File: src/design/gdoc_ram.sv
// Generic single-write, single-read synchronous RAM with registered read.
// No dependencies.
module gdoc_ram #(
  parameter int unsigned Width = 8,
  parameter int unsigned Depth = 256
) (
  input  logic                     clk_i,
  input  logic                     we_i,
  input  logic [$clog2(Depth)-1:0] waddr_i,
  input  logic [Width-1:0]         wdata_i,
  input  logic                     re_i,
  input  logic [$clog2(Depth)-1:0] raddr_i,
  output logic [Width-1:0]         rdata_o
);

  logic [Width-1:0] mem_q [Depth];
  logic [Width-1:0] rdata_q;

  always_ff @(posedge clk_i) begin
    if (we_i) begin
      mem_q[waddr_i] <= wdata_i;
    end
    if (re_i) begin
      rdata_q <= mem_q[raddr_i];
    end
  end

  assign rdata_o = rdata_q;

endmodule

File: config.mk
export PLATFORM = sky130hd
export DESIGN_NAME = gdoc_ram
export DESIGN_NICKNAME = d
export VERILOG_FILES = /design/src/design/gdoc_ram.sv
export SDC_FILE = /design/constraint.sdc
export NUM_CORES = 2
export LEC_CHECK = 0
export BUFFER_PORTS_ARGS = -buffer_cell sky130_fd_sc_hd__buf_2
export CORE_MARGIN = 2
export CORE_UTILIZATION = 55
export CTS_CLUSTER_SIZE = 30
export DETAILED_ROUTE_END_ITERATION = 16
export PLACE_DENSITY = 0.67
export SETUP_SLACK_MARGIN = 0.15
export SLEW_MARGIN = 10
export SYNTH_ARGS = -nofsm -noshare
export SYNTH_HDL_FRONTEND = slang
export SYNTH_SLANG_ARGS = --single-unit
File: constraint.sdc
create_clock -name clk_i -period 2.8 [get_ports clk_i]
set_input_delay 0.14 -clock clk_i [delete_from_list [all_inputs] [get_ports clk_i]]
set_output_delay 0.14 -clock clk_i [all_outputs]
set_load 0.005 [all_outputs]
; Word-level counts from Yosys, hierarchy flattened
; Memory sizes are Yosys's and may differ from the RTL's. A register that Yosys moved wholly into a read port is not among the register bits.
; Index checks and enable logic that the tools add are counted.
[totals]
regBits = 0
n_memories = 1
elab_cells = 3
ram_bits = 2048
output_inout_bits = 8
[memory_table]
columns = memory, words, word_bits, read_ports, rd_ports_with_merged_regs, write_ports, line_no
row1 = mem_q, 256, 8, 1, 1, 1, 16  ; logic [Width-1:0] mem_q [Depth];
[classes]
mux = 2
[op_table]
columns = operator, count
row1 = two-way mux 1 bit, 2

; Longest topological paths before layout
[depth]
depth_word = 2
ltp_mapped = 11
depth_no_buf = 6

; Worst setup path before layout
; OpenSTA, ideal clock, no wires.
[synth_path]
path_kind = input-to-reg
from = input raddr_i[0]
to = register rdata_q[2] (netlist: rdata_o[2]) (read register of mem_q) (data pin)
path_stages = 9
path_slack_ns = 0.584
required_ns = 2.531
setup_ns = 0.269
t_arrival_ns = 1.947
path_cell_list = buf_6 > buf_12 > buf_8 > buf_2 > mux4_2 > a22oi_1 > a21oi_1 > nor4_1 > nor4_2
[synth_rtl]
columns = item, line_no
row1 = from (decl), 12  ; input logic [$clog2(Depth)-1:0] raddr_i,
row2 = to (decl), 17  ; logic [Width-1:0] rdata_q;

==> key figures <==
Outcome
  • Run status: complete, but fails checks
  • Failing checks: DRC

Global routing
  • Number of antenna violations at the first check in global routing: 10
  • Total overflow reported by the global router: 0
  • Pin count of the biggest net entering global routing: 133
  • Global routing met2 resource utilization: 42.2%
  • Grt met3 use: 5.46%
  • Met1 usage: 38.6%
  • Busiest layer in global routing: met2
  • Via count of the first global-routing pass: 40,279
  • Total track usage: 26.9%
  • First-pass GRT wire length: 283,000 um

Clocking
  • Max clock buf depth: 3
  • Clock slew seen by the registers of the worst setup and hold paths: 60 ps
  • Root buf cell: sky130_fd_sc_hd__clkbuf_16
  • Insertion delay of the later-clocked pin in the worst-skew pair: 820 ps
  • Clock net sink count: 2,056
  • CTS tree: built
  • Setup Fix Bufs, Post-CTS: 0
  • Total CTS buffers: 199
  • H-Tree Level Count: 4

Placement
  • Final weighted congestion in routability-driven placement: 0.876
  • Detail Placement HPWL: 124,000 um
  • Total of buffers placed on input and output ports: 34

Logic synthesis
  • Flip-flop and latch count after synthesis: 2,056
  • Cell Area, Synth: 79,600 um2
  • Sequential area share after synthesis: 77.5%
  • Count of warnings emitted by yosys: 0
  • Cell count after synthesis: 3,733
  • Number of enable-type register cells in the synthesized netlist: 2,056
  • Total nets after synthesis: 3,760
  • Number of different library cells in the post-synthesis netlist: 54
  • Syn Area/Cell: 21.3 um2
  • Dominant register cell in the synthesized netlist: sky130_fd_sc_hd__edfxtp_1
  • Post-synth ARST share: 0%

Finish
  • Most common cell after layout, fill and taps aside: sky130_fd_sc_hd__edfxtp_1
  • Post-synthesis to final-layout area growth: 15.9%
  • Area taken by multi-input logic gates: 16,600 um2
  • Storage element area: 61,700 um2
  • Fill cell instance count of the final layout: 9,592
  • Most frequent cells in the layout: sky130_fd_sc_hd__edfxtp_1, sky130_fd_sc_hd__buf_4, sky130_fd_sc_hd__mux4_2, sky130_fd_sc_hd__nor2_1, sky130_fd_sc_hd__clkbuf_16
  • Share of layout cells above drive strength 1: 29.8%
  • Final core area utilization: 64.2%
  • Net count reported at finish: 4,308

Timing
  • Final Hold Fails: 0
  • Final-layout worst hold slack: 84.6 ps
  • RSZ-0062 raised after global routing: no
  • Post-route fraction of the period consumed by the critical path: 93.5%
  • Worst clock skew: 27.6 ps
  • Endpoints failing setup: 0
  • Relative slew margins: 20.2%
  • Slew of the pin with the lowest slew margin: 1200 ps
  • Highest clock frequency the design can meet: 382 MHz
  • Time the final worst path needs with I/O delays and setup: 2620 ps
  • Final-report max-slew violation count: 0

Floorplan
  • Core ar.: 144,000 um2
  • Starting density of the core: 55.4%
  • Site Rows: 139
  • Number of I/O pins: 35
  • Area of the die: 148,000 um2
  • Die width: 385 um
  • Die Height: 385 um

Detailed routing
  • Detailed-route wire length: 195,000 um
  • Number of remaining DRC errors: 4
  • Routed Antenna Nets: 0
  • Pre-antenna DRT Iters: 12
  • Detailed-route via count: 40,314
  • Routed len/inst: 30.8 um
  • Initial DRC count: 5,108
  • Detailed-route vias per instance: 6.34

Worst setup path
  • End point of the critical path: rdata_o[4]
  • Slowest stage delay, CP: 650 ps
  • Depth of the worst register-to-register path: 6
  • Cell with the largest stage delay on the worst path: sky130_fd_sc_hd__nor4_1
  • Number of gates on the worst path with buffers counted: 6
  • Capturing point of the worst reg2reg path: rdata_o[4]
  • Buffering stage count on the worst path with inverters included: 1
  • Critical Path Start: mem_q[211][4]
  • Category of the most critical setup path: flop to flop
  • Most frequent cell on the critical path: sky130_fd_sc_hd__nor4_1
  • Launch point of the worst reg-to-reg path: mem_q[211][4]
  • Max FO, Critical Path: 1
  • Endpoint type of the worst setup path: flop
  • Dominant delay contributor by cell family on the critical path: simple AND/OR/NAND/NOR gates
  • Worst Path Required: 3380 ps
  • Flop-to-flop setup slack: 180 ps
  • Cells along the critical path: mux4_2, a22oi_1, a21oi_1, nor4_1, buf_4, nor4_1
  • Startpoint type of the worst setup path: flop
  • Arrival @ worst endpoint: 3200 ps

Power and ir drop
  • Worst VDD drop: 0.000599 V
  • Power Total: 63.6 mW
  • Total leakage power: 29.6 nW
  • Power per Cell Area: 689 nW/um2

Min path
  • Hold Path Class: primary input to flop

Job
  • Maxcap violations: 0
-- synthesized netlist by cell type (8+ instances only) --
master,instances,area [um2]
sky130_fd_sc_hd__buf_1,22,82.6
sky130_fd_sc_hd__buf_8,13,195
sky130_fd_sc_hd__o211ai_1,10,75.1
sky130_fd_sc_hd__buf_12,8,160
sky130_fd_sc_hd__nor2b_1,31,194
sky130_fd_sc_hd__nand2b_1,8,50.1
sky130_fd_sc_hd__mux4_2,454,10200
sky130_fd_sc_hd__a221oi_1,13,114
sky130_fd_sc_hd__buf_6,21,236
sky130_fd_sc_hd__nand4_1,10,62.6
sky130_fd_sc_hd__a21oi_1,96,480
sky130_fd_sc_hd__nand2_1,33,124
sky130_fd_sc_hd__buf_4,27,203
sky130_fd_sc_hd__buf_2,31,155
sky130_fd_sc_hd__nor2_1,282,1060
sky130_fd_sc_hd__o221ai_1,46,403
sky130_fd_sc_hd__o21ai_0,10,50.1
sky130_fd_sc_hd__nand3_1,34,170
sky130_fd_sc_hd__nor3_1,22,110
sky130_fd_sc_hd__a22o_1,8,70.1
sky130_fd_sc_hd__a22oi_1,133,998
sky130_fd_sc_hd__mux2i_1,134,1340
sky130_fd_sc_hd__nor4_1,24,150
sky130_fd_sc_hd__a211oi_1,16,120
sky130_fd_sc_hd__clkbuf_1,111,417
sky130_fd_sc_hd__o22ai_1,28,175
sky130_fd_sc_hd__edfxtp_1,2056,61700
-- layer usage --
layer | part of all wire (%) | routed length [um] | vias up
met5 | 0.024 | 47 | -
met4 | 2.9 | 5660 | 8
met3 | 9.6 | 18700 | 337
met2 | 48 | 93900 | 1974
met1 | 39 | 77200 | 21186
li1 | - | - | 16809
-- worst min path at each step --
stage / startpoint / end / depth (start not counted)
after floorplan: wdata_i[0] / mem_q[0][0] / 0
after detailed placement: re_i / rdata_o[7] / 1
after global routing: waddr_i[0] / mem_q[163][1] / 4
final: waddr_i[0] / mem_q[163][3] / 4
after global placement: re_i / rdata_o[7] / 1
after CTS: waddr_i[0] / mem_q[163][1] / 4
-- tightest hold or removal path, stage by stage --
cell                      delay [ps]
sky130_fd_sc_hd__buf_2           170
sky130_fd_sc_hd__nand3_1         180
sky130_fd_sc_hd__nor2_1           60
sky130_fd_sc_hd__buf_4           170
-- cell type report --
class | instances | share of cell area (%)
Inverter | 2 | 0.00813
Clock buffer | 249 | 5.65
Tap cell | 1903 | 2.58
Antenna cell | 5 | 0.0136
Sequential cell | 2056 | 66.9
Timing Repair Buffer | 580 | 5.65
Clock inverter | 117 | 1.22
Multi-Input combinational cell | 1442 | 18.0
-- per-stage QoR --
stage / TNS [ps] / setup WS [ps] / area [um2] / cells
after detailed placement: -3030 / -659 / 85700 / 5970
after floorplan: 0 / 584 / 79600 / 3733
after global placement: -5950 / -1070 / 85700 / 5966
after CTS: 0 / 167 / 92300 / 6349
after global routing: 0 / 190 / 92300 / 6350
final: 0 / 182 / 92300 / 6354
-- what timing repair did --
action,CTS,global route
gates cloned,0,0
hold endpoints to repair,546,0
resized for setup,10,4
setup endpoints to repair,5,4
pin swaps,0,0
hold buffers,13,0
-- registers in the layout (all words and copies together) (netlist names) --
signal / cells
mem_q: 2048
rdata_o: 8
-- power by group --
group	switching (mW)	internal (mW)
Clock	11.2	15.0
Combinational	2.06	1.31
Sequential	0.0521	33.9
Total	13.3	50.3
-- logic make-up after synthesis --
group,Yosys count,share of synthesized area (%)
multiplexers,591,14.6
flip-flops,2056,77.5
AO/OA/AOI/OAI,385,3.42
AND/OR/NAND/NOR,466,2.63
buffers and inverters,235,1.83
Power figures use the tool's default switching activity.
