[config.mk]
export PLATFORM = sky130hd
export DESIGN_NAME = gdoc_div
export DESIGN_NICKNAME = d
export VERILOG_FILES = /design/src/design/gdoc_pkg.sv /design/src/design/gdoc_div.sv
export SDC_FILE = /design/constraint.sdc
export NUM_CORES = 1
export LEC_CHECK = 0
export CORE_AREA = 2 2 47 92
export CTS_CLUSTER_SIZE = 12
export DETAILED_ROUTE_END_ITERATION = 6
export DIE_AREA = 0 0 49 94
export DONT_BUFFER_PORTS = 1
export GPL_TIMING_DRIVEN = 0
export PLACE_DENSITY = 0.72
export SLEW_MARGIN = 20
export SYNTH_ARGS = -nofsm -noshare
export SYNTH_HDL_FRONTEND = slang
export SYNTH_SLANG_ARGS = --single-unit
[constraint.sdc]
create_clock -name clk_i -period 2.4 [get_ports clk_i]
set_clock_uncertainty 0.2 [all_clocks]
set_input_delay 0 -clock clk_i [delete_from_list [all_inputs] [get_ports clk_i]]
set_output_delay 0 -clock clk_i [all_outputs]
set_load 0.1 [all_outputs]
[src/design/gdoc_pkg.sv]
// Package of the occupancy grid disk check: widths, register indexes,
// reset values and the divider request/response types. No dependencies.
package gdoc_pkg;

  localparam int unsigned GridCells = 65536;
  localparam int unsigned GridAw    = $clog2(GridCells);
  localparam int unsigned MaxReach  = 32;

  localparam int unsigned CellW  = 8;
  localparam int unsigned CoordW = 16;
  localparam int unsigned RadW   = 10;
  localparam int unsigned MapW   = 9;
  localparam int unsigned LevelW = 7;
  localparam int unsigned ValW   = 8;
  localparam int unsigned IndexW = 16;

  localparam int unsigned ReachW = $clog2(MaxReach + 1);
  localparam int unsigned OffsW  = ReachW + 1;
  localparam int unsigned DivW   = CoordW + 1;
  localparam int unsigned GridW  = DivW + 1;
  localparam int unsigned MetW   = OffsW + CellW;
  localparam int unsigned SqW    = 2 * MetW;
  localparam int unsigned IdxW   = 2 * MapW;
  localparam int unsigned R2W    = 2 * RadW;

  localparam int unsigned CfgIdxW  = 3;
  localparam int unsigned CfgDataW = 16;

  localparam logic [CfgIdxW-1:0] CfgCellSize = 3'd0;
  localparam logic [CfgIdxW-1:0] CfgOriginX  = 3'd1;
  localparam logic [CfgIdxW-1:0] CfgOriginY  = 3'd2;
  localparam logic [CfgIdxW-1:0] CfgMapWidth = 3'd3;
  localparam logic [CfgIdxW-1:0] CfgMapHght  = 3'd4;
  localparam logic [CfgIdxW-1:0] CfgLevel    = 3'd5;

  localparam logic [CellW-1:0]  ResetCellSize = 8'd26;
  localparam logic [MapW-1:0]   ResetMapDim   = 9'd256;
  localparam logic [LevelW-1:0] ResetLevel    = 7'd50;

  localparam logic KindWrite = 1'b0;
  localparam logic KindQuery = 1'b1;

  typedef struct packed {
    logic             start;
    logic [DivW-1:0]  dividend;
    logic [CellW-1:0] divisor;
  } div_req_t;

  typedef struct packed {
    logic            done;
    logic [DivW-1:0] quotient;
  } div_rsp_t;

endpackage

[src/design/gdoc_div.sv]
// Serial restoring divider, one quotient bit per cycle, unsigned operands.
// Depends on gdoc_pkg for widths and the request/response structs.
module gdoc_div (
  input  logic              clk_i,
  input  logic              rst_ni,
  input  gdoc_pkg::div_req_t req_i,
  output gdoc_pkg::div_rsp_t rsp_o
);
  import gdoc_pkg::*;

  localparam int unsigned CntW = $clog2(DivW + 1);

  logic            busy_q, busy_d;
  logic            done_q, done_d;
  logic [CntW-1:0] cnt_q, cnt_d;
  logic [CellW-1:0] rem_q, rem_d;
  logic [CellW-1:0] dvs_q, dvs_d;
  logic [DivW-1:0]  quo_q, quo_d;
  logic [CellW:0]   trial;

  assign trial = {rem_q, quo_q[DivW-1]};

  always_comb begin
    busy_d = busy_q;
    done_d = 1'b0;
    cnt_d  = cnt_q;
    rem_d  = rem_q;
    dvs_d  = dvs_q;
    quo_d  = quo_q;
    if (req_i.start) begin
      busy_d = 1'b1;
      cnt_d  = CntW'(DivW);
      rem_d  = '0;
      dvs_d  = req_i.divisor;
      quo_d  = req_i.dividend;
    end else if (busy_q) begin
      if (trial >= {1'b0, dvs_q}) begin
        rem_d = CellW'(trial - {1'b0, dvs_q});
        quo_d = {quo_q[DivW-2:0], 1'b1};
      end else begin
        rem_d = trial[CellW-1:0];
        quo_d = {quo_q[DivW-2:0], 1'b0};
      end
      cnt_d = cnt_q - CntW'(1);
      if (cnt_q == CntW'(1)) begin
        busy_d = 1'b0;
        done_d = 1'b1;
      end
    end
  end

  always_ff @(posedge clk_i or negedge rst_ni) begin
    if (!rst_ni) begin
      busy_q <= 1'b0;
      done_q <= 1'b0;
      cnt_q  <= '0;
    end else begin
      busy_q <= busy_d;
      done_q <= done_d;
      cnt_q  <= cnt_d;
    end
  end

  always_ff @(posedge clk_i) begin
    rem_q <= rem_d;
    dvs_q <= dvs_d;
    quo_q <= quo_d;
  end

  assign rsp_o.done     = done_q;
  assign rsp_o.quotient = quo_q;

endmodule

Yosys cells after proc, flatten, opt, wreduce, memory -nomap -nowiden
Index checks and enable logic that the tools add are counted.

storage, ports and cells
  register bits = 40
  bits of input ports = 28
  word-level logic and storage cells = 23
  output and inout port bits = 18

operators by class
  muxes and demuxes = 12
  order comparisons = 1
  reductions and logical operators = 1
  add/subtract/negate cells = 2
  equal/unequal tests = 1

operator list
  kind                 number
  $mux 17              2
  $mux 5               2
  $ge 9x8->1           1
  $mux 8               1
  $sub 8x8->8          1
  $mux 1               7
  $eq 5x1->1 const B   1
  $sub 5x1->5 const B  1
  $reduce_bool 2->1    1

Longest topological paths before layout
  word-level depth = 4
  depth in mapped cells = 8
  depth with buffers taken out = 8

Least setup slack after synthesis
OpenSTA, ideal clock, no wires.

  kind = register -> register
  start point = reg quo_q[16]
  end point = reg rem_q[6]
  clock period less this slack = 2928 ps
  slack = -528 ps
  stages on the path, launching flop included = 9
  data required time = 2109 ps
  arrival = 2637 ps
  library setup time = 91 ps
  path buffers = 0
  path through = edfxtp_1 > inv_1 > ha_1 > fa_1 > nand2b_1 > a2111o_1 > o211ai_1 > o21ai_0 > a311oi_1

on the way
  word-level cells in the longest chain between the ends = 2
  elaborated cells on any way between the ends = 3
  classes of those cells = add/sub (1); order compare (1); mux (1)

ends and longest elaborated chain
  what                                              line                            RTL
  start, declared                                   gdoc_div.sv:18                  logic [DivW-1:0] quo_q, quo_d;
  start signal, assigned                            gdoc_div.sv:67                  quo_q <= quo_d;
  $sub 8x8->8 / $ge 9x8->1 (equally long branches)  gdoc_div.sv:38, gdoc_div.sv:37
  $mux 8 (*)                                        gdoc_div.sv:37                  if (trial >= {1'b0, dvs_q}) begin
  end signal, assigned                              gdoc_div.sv:65                  rem_q <= rem_d;
  end, declared                                     gdoc_div.sv:16                  logic [CellW-1:0] rem_q, rem_d;

Mark *: on every way between the ends. The rest lies on a longest branch, timed or not.
A chain may end at the register's enable or synchronous reset.

Worst setup path in the final report
Ends and elaborated chain as after synthesis.

==> impl_metrics.ini <==
[detailed_routing]
drt-wirelength-per-cell_um = 19.1
routed_wl_mm = 5.31
ant_nets = 0
avgViaCountPerCell = 5.90
via_count = 1639
drt_iter0_drc = 37
drc = 0
drt-pass1-iter-count = 4

[finish]
diodes = 0
nFillCells = 277
multiInputGateArea_sq_um = 1020
regArea_sq_um = 1090
nNetsFinal = 265
layout-drive-gt1-share_pct = 20.7
syn2layout_area_growth_pct = 27.3

[floorplan]
die_h_um = 94
die_area_sq_um = 4610
die_w_um = 49
start_util_pct = 54.1
core_sq_um = 3880
rows = 32
ioPinCount = 46

[setup_path]
reg2reg_from = quo_q[16]
end_kind = register
cpPeakStageDelay_ps = 1010
path_buf_inv = 1
critPathSlowestCell = edfxtp_1
cp-start-kind = register
critical_path_class = register to register
path_max_fanout = 3
reg2reg_slack_ps = -590
ff2ff_path_depth = 8
r2r_end = rem_q[6]
cp_top_family = flip-flops
worstPathArrival_ps = 3000
crit_required_ps = 2410
crit_chain = inv_2 -> ha_4 -> fa_2 -> nand2b_4 -> a2111o_1 -> o211ai_1 -> o21ai_1 -> a311oi_1

[grt]
busiest_layer = met2
use_met2_pct = 47.3
grt_pass1_vias = 1799
grt_max_degree = 18
grt_remaining_overflow = 0
grt_use_met3_pct = 3.82
grt_pass1_wl_mm = 8.40
grtUsageTotal_pct = 24.8
use_met1_pct = 24.5
antenna_found_initial = 0

[clock_tree]
cts_buffer_depth = 2
numCtsBuffers = 5
cts_tree = built
clk_latency_ps = 300
numClockSinks = 40
root_buffer = clkbuf_8
htreeDepth = 2
path_clk_slew_ps = 80

[status]
violations = negative setup slack
status = finished with violations

[place]
dp_hpwl_mm = 3.45
place.gp.congestion = 0.810
portBuffers = 0
pre_cts_ws_ps = -592

[timing]
hold_viol = 0
finalMaxSlewViolations = 0
finalSetupViolCount = 9
tightest_slew_ps = 999
worst_slack_ps = -591
slew_headroom_pct = 33.4
fmaxAchievable_mhz = 334
rsz0062_at_grt = true
period_minus_slack_ps = 2990
finalCritPeriodShare_pct = 125

[synth]
synthArstFlopShare_pct = 17.5
synth_seq_area_share_pct = 51.7
syn_area_sq_um = 2100
synth_top_area_cell = edfxtp_1
synth-seq-cells = 40
netlist.area_leader.share_pct = 35.7
synthTopCellsByArea = edfxtp_1 36%, mux2_2 9.1%, dfrtp_1 8.3%, dfxtp_1 7.6%, ha_1 6.0%
avgSynthCellArea_sq_um = 11.2
synth.distinct_cells = 43
syn_inst = 187
synth_fp_nets = 226
synth_edf_count = 25
synthFlopType = edfxtp_1
yosysWarningCount = 0

[min_path]
hold_class = input port to register
holdPathEnd = rem_q[1]
hold_depth = 2
hold_start = req_i[25]

[flow_run]
drv_cap = 0

[pwr]
ir_drop_v = 0.000933
pwr_density_cell_nw_per_um2 = 1200
finalPower_uw = 3210
cellLeakagePower_uw = 0.00108
[how the worst max path moves through the flow]
stage / start / to / slack, ps / cells after the start
3_5_place_dp: quo_q[16] / rem_q[6] / -590 / 8
3_3_place_gp: quo_q[16] / rem_q[6] / -540 / 8
5_1_grt: quo_q[16] / rem_q[6] / -680 / 8
6_report: quo_q[16] / rem_q[6] / -590 / 8
2_1_floorplan: quo_q[16] / rem_q[6] / -370 / 8
4_1_cts: quo_q[16] / rem_q[6] / -600 / 8
[cell families (layout without fill, tap and decap cells)]
| kind of cell | Yosys count | in the layout | share of synthesized area [%] |
|---|---|---|---|
| AND/OR/NAND/NOR | 51 | 51 | 12.0 |
| flip-flops | 40 | 40 | 51.7 |
| AO/OA/AOI/OAI | 38 | 38 | 13.0 |
| buffers and inverters | 23 | 63 | 4.46 |
| multiplexers | 17 | 17 | 9.11 |
| adder cells (fa/ha/maj) | 11 | 11 | 6.90 |
| XOR/XNOR | 7 | 7 | 2.92 |
[final cells by class]
type,count,area share [%]
Buffer,7,1.22
Tap cell,51,2.38
Multi-Input combinational cell,124,38.0
Clock buffer,8,3.37
Timing Repair Buffer,33,12.3
Sequential cell,40,40.6
Inverter,15,2.10
[layout by cell type (no fill, tap or decap), drive strengths merged, types with 2 or more instances in the layout]
cell         count
nor4             2
ha              10
buf              9
a21oi            6
nand3            8
nand2b           3
nand3b           2
a21o             2
dlygate4sd3     28
o21ai           10
a311oi           4
mux2            17
a211oi           4
o211ai           2
clkinv           2
clkbuf          11
nor2            16
a2111o           2
nor3             3
edfxtp          25
and3             2
xnor2            6
dfxtp            8
nand2           11
dfrtp            7
inv             13
[flip-flops by register name (all words and copies together), names as in the netlist]
| signal | count |
|---|---|
| busy_q | 1 |
| cnt_q | 5 |
| done_q | 1 |
| dvs_q | 8 |
| quo_q | 17 |
| rem_q | 8 |
[repair_timing]
item / CTS / global route
pin swaps: 2 / 4
endpoints found under the setup margin: 9 / 9
gates resized for setup: 6 / 4
buffers inserted: 5 / 0
hold endpoints to repair: 45 / 0
hold buffers: 28 / 0
[cell usage after synthesis, types with 2 or more instances]
cell	count
a2111o_1	2
a211oi_1	3
a21o_1	2
a21oi_1	6
a311oi_1	4
and3_1	2
buf_2	3
clkbuf_1	3
clkinv_1	2
dfrtp_1	7
dfxtp_1	8
edfxtp_1	25
ha_1	10
inv_1	13
mux2_2	17
nand2_1	11
nand2b_1	3
nand3_1	7
nand3b_1	2
nor2_1	16
nor3_1	3
nor4_1	2
o211ai_1	2
o21ai_0	10
xnor2_1	6
[routing by layer]
metal / share of wire, % / vias up
li1: - / 765
met1: 36 / 808
met2: 57 / 54
met3: 4.0 / 12
met4: 3.3 / 0
met5: 0 / -
[report_power, final]
group          internal, uW  total, uW  switching, uW  leakage (uW)
clock network           235        471            236     0.0000455
logic                   508       1140            628      0.000623
registers               938       1610            668      0.000408
total                  1680       3210           1530       0.00108
[through the flow]
step	util, %	hold slack [ps]	cells	setup TNS (ps)	instance area, sq um
after floorplan	-	-496	187	-1310	2150
after global placement	56.9	-495	238	-2800	2210
after detailed placement	56.9	-495	238	-3250	2210
after CTS	68.8	89.0	279	-3300	2670
after global routing	68.9	116	278	-3540	2680
final	68.9	99.0	278	-2840	2680
[worst register-to-register path: cells and delay by family (launching register included)]
family	cells	cell delay, ps
AND/OR/NAND/NOR	1	160
buffers and inverters	1	110
AO/OA/AOI/OAI	4	870
adder cells (fa/ha/maj)	2	550
flip-flops	1	1010
Power figures use the tool's default switching activity.
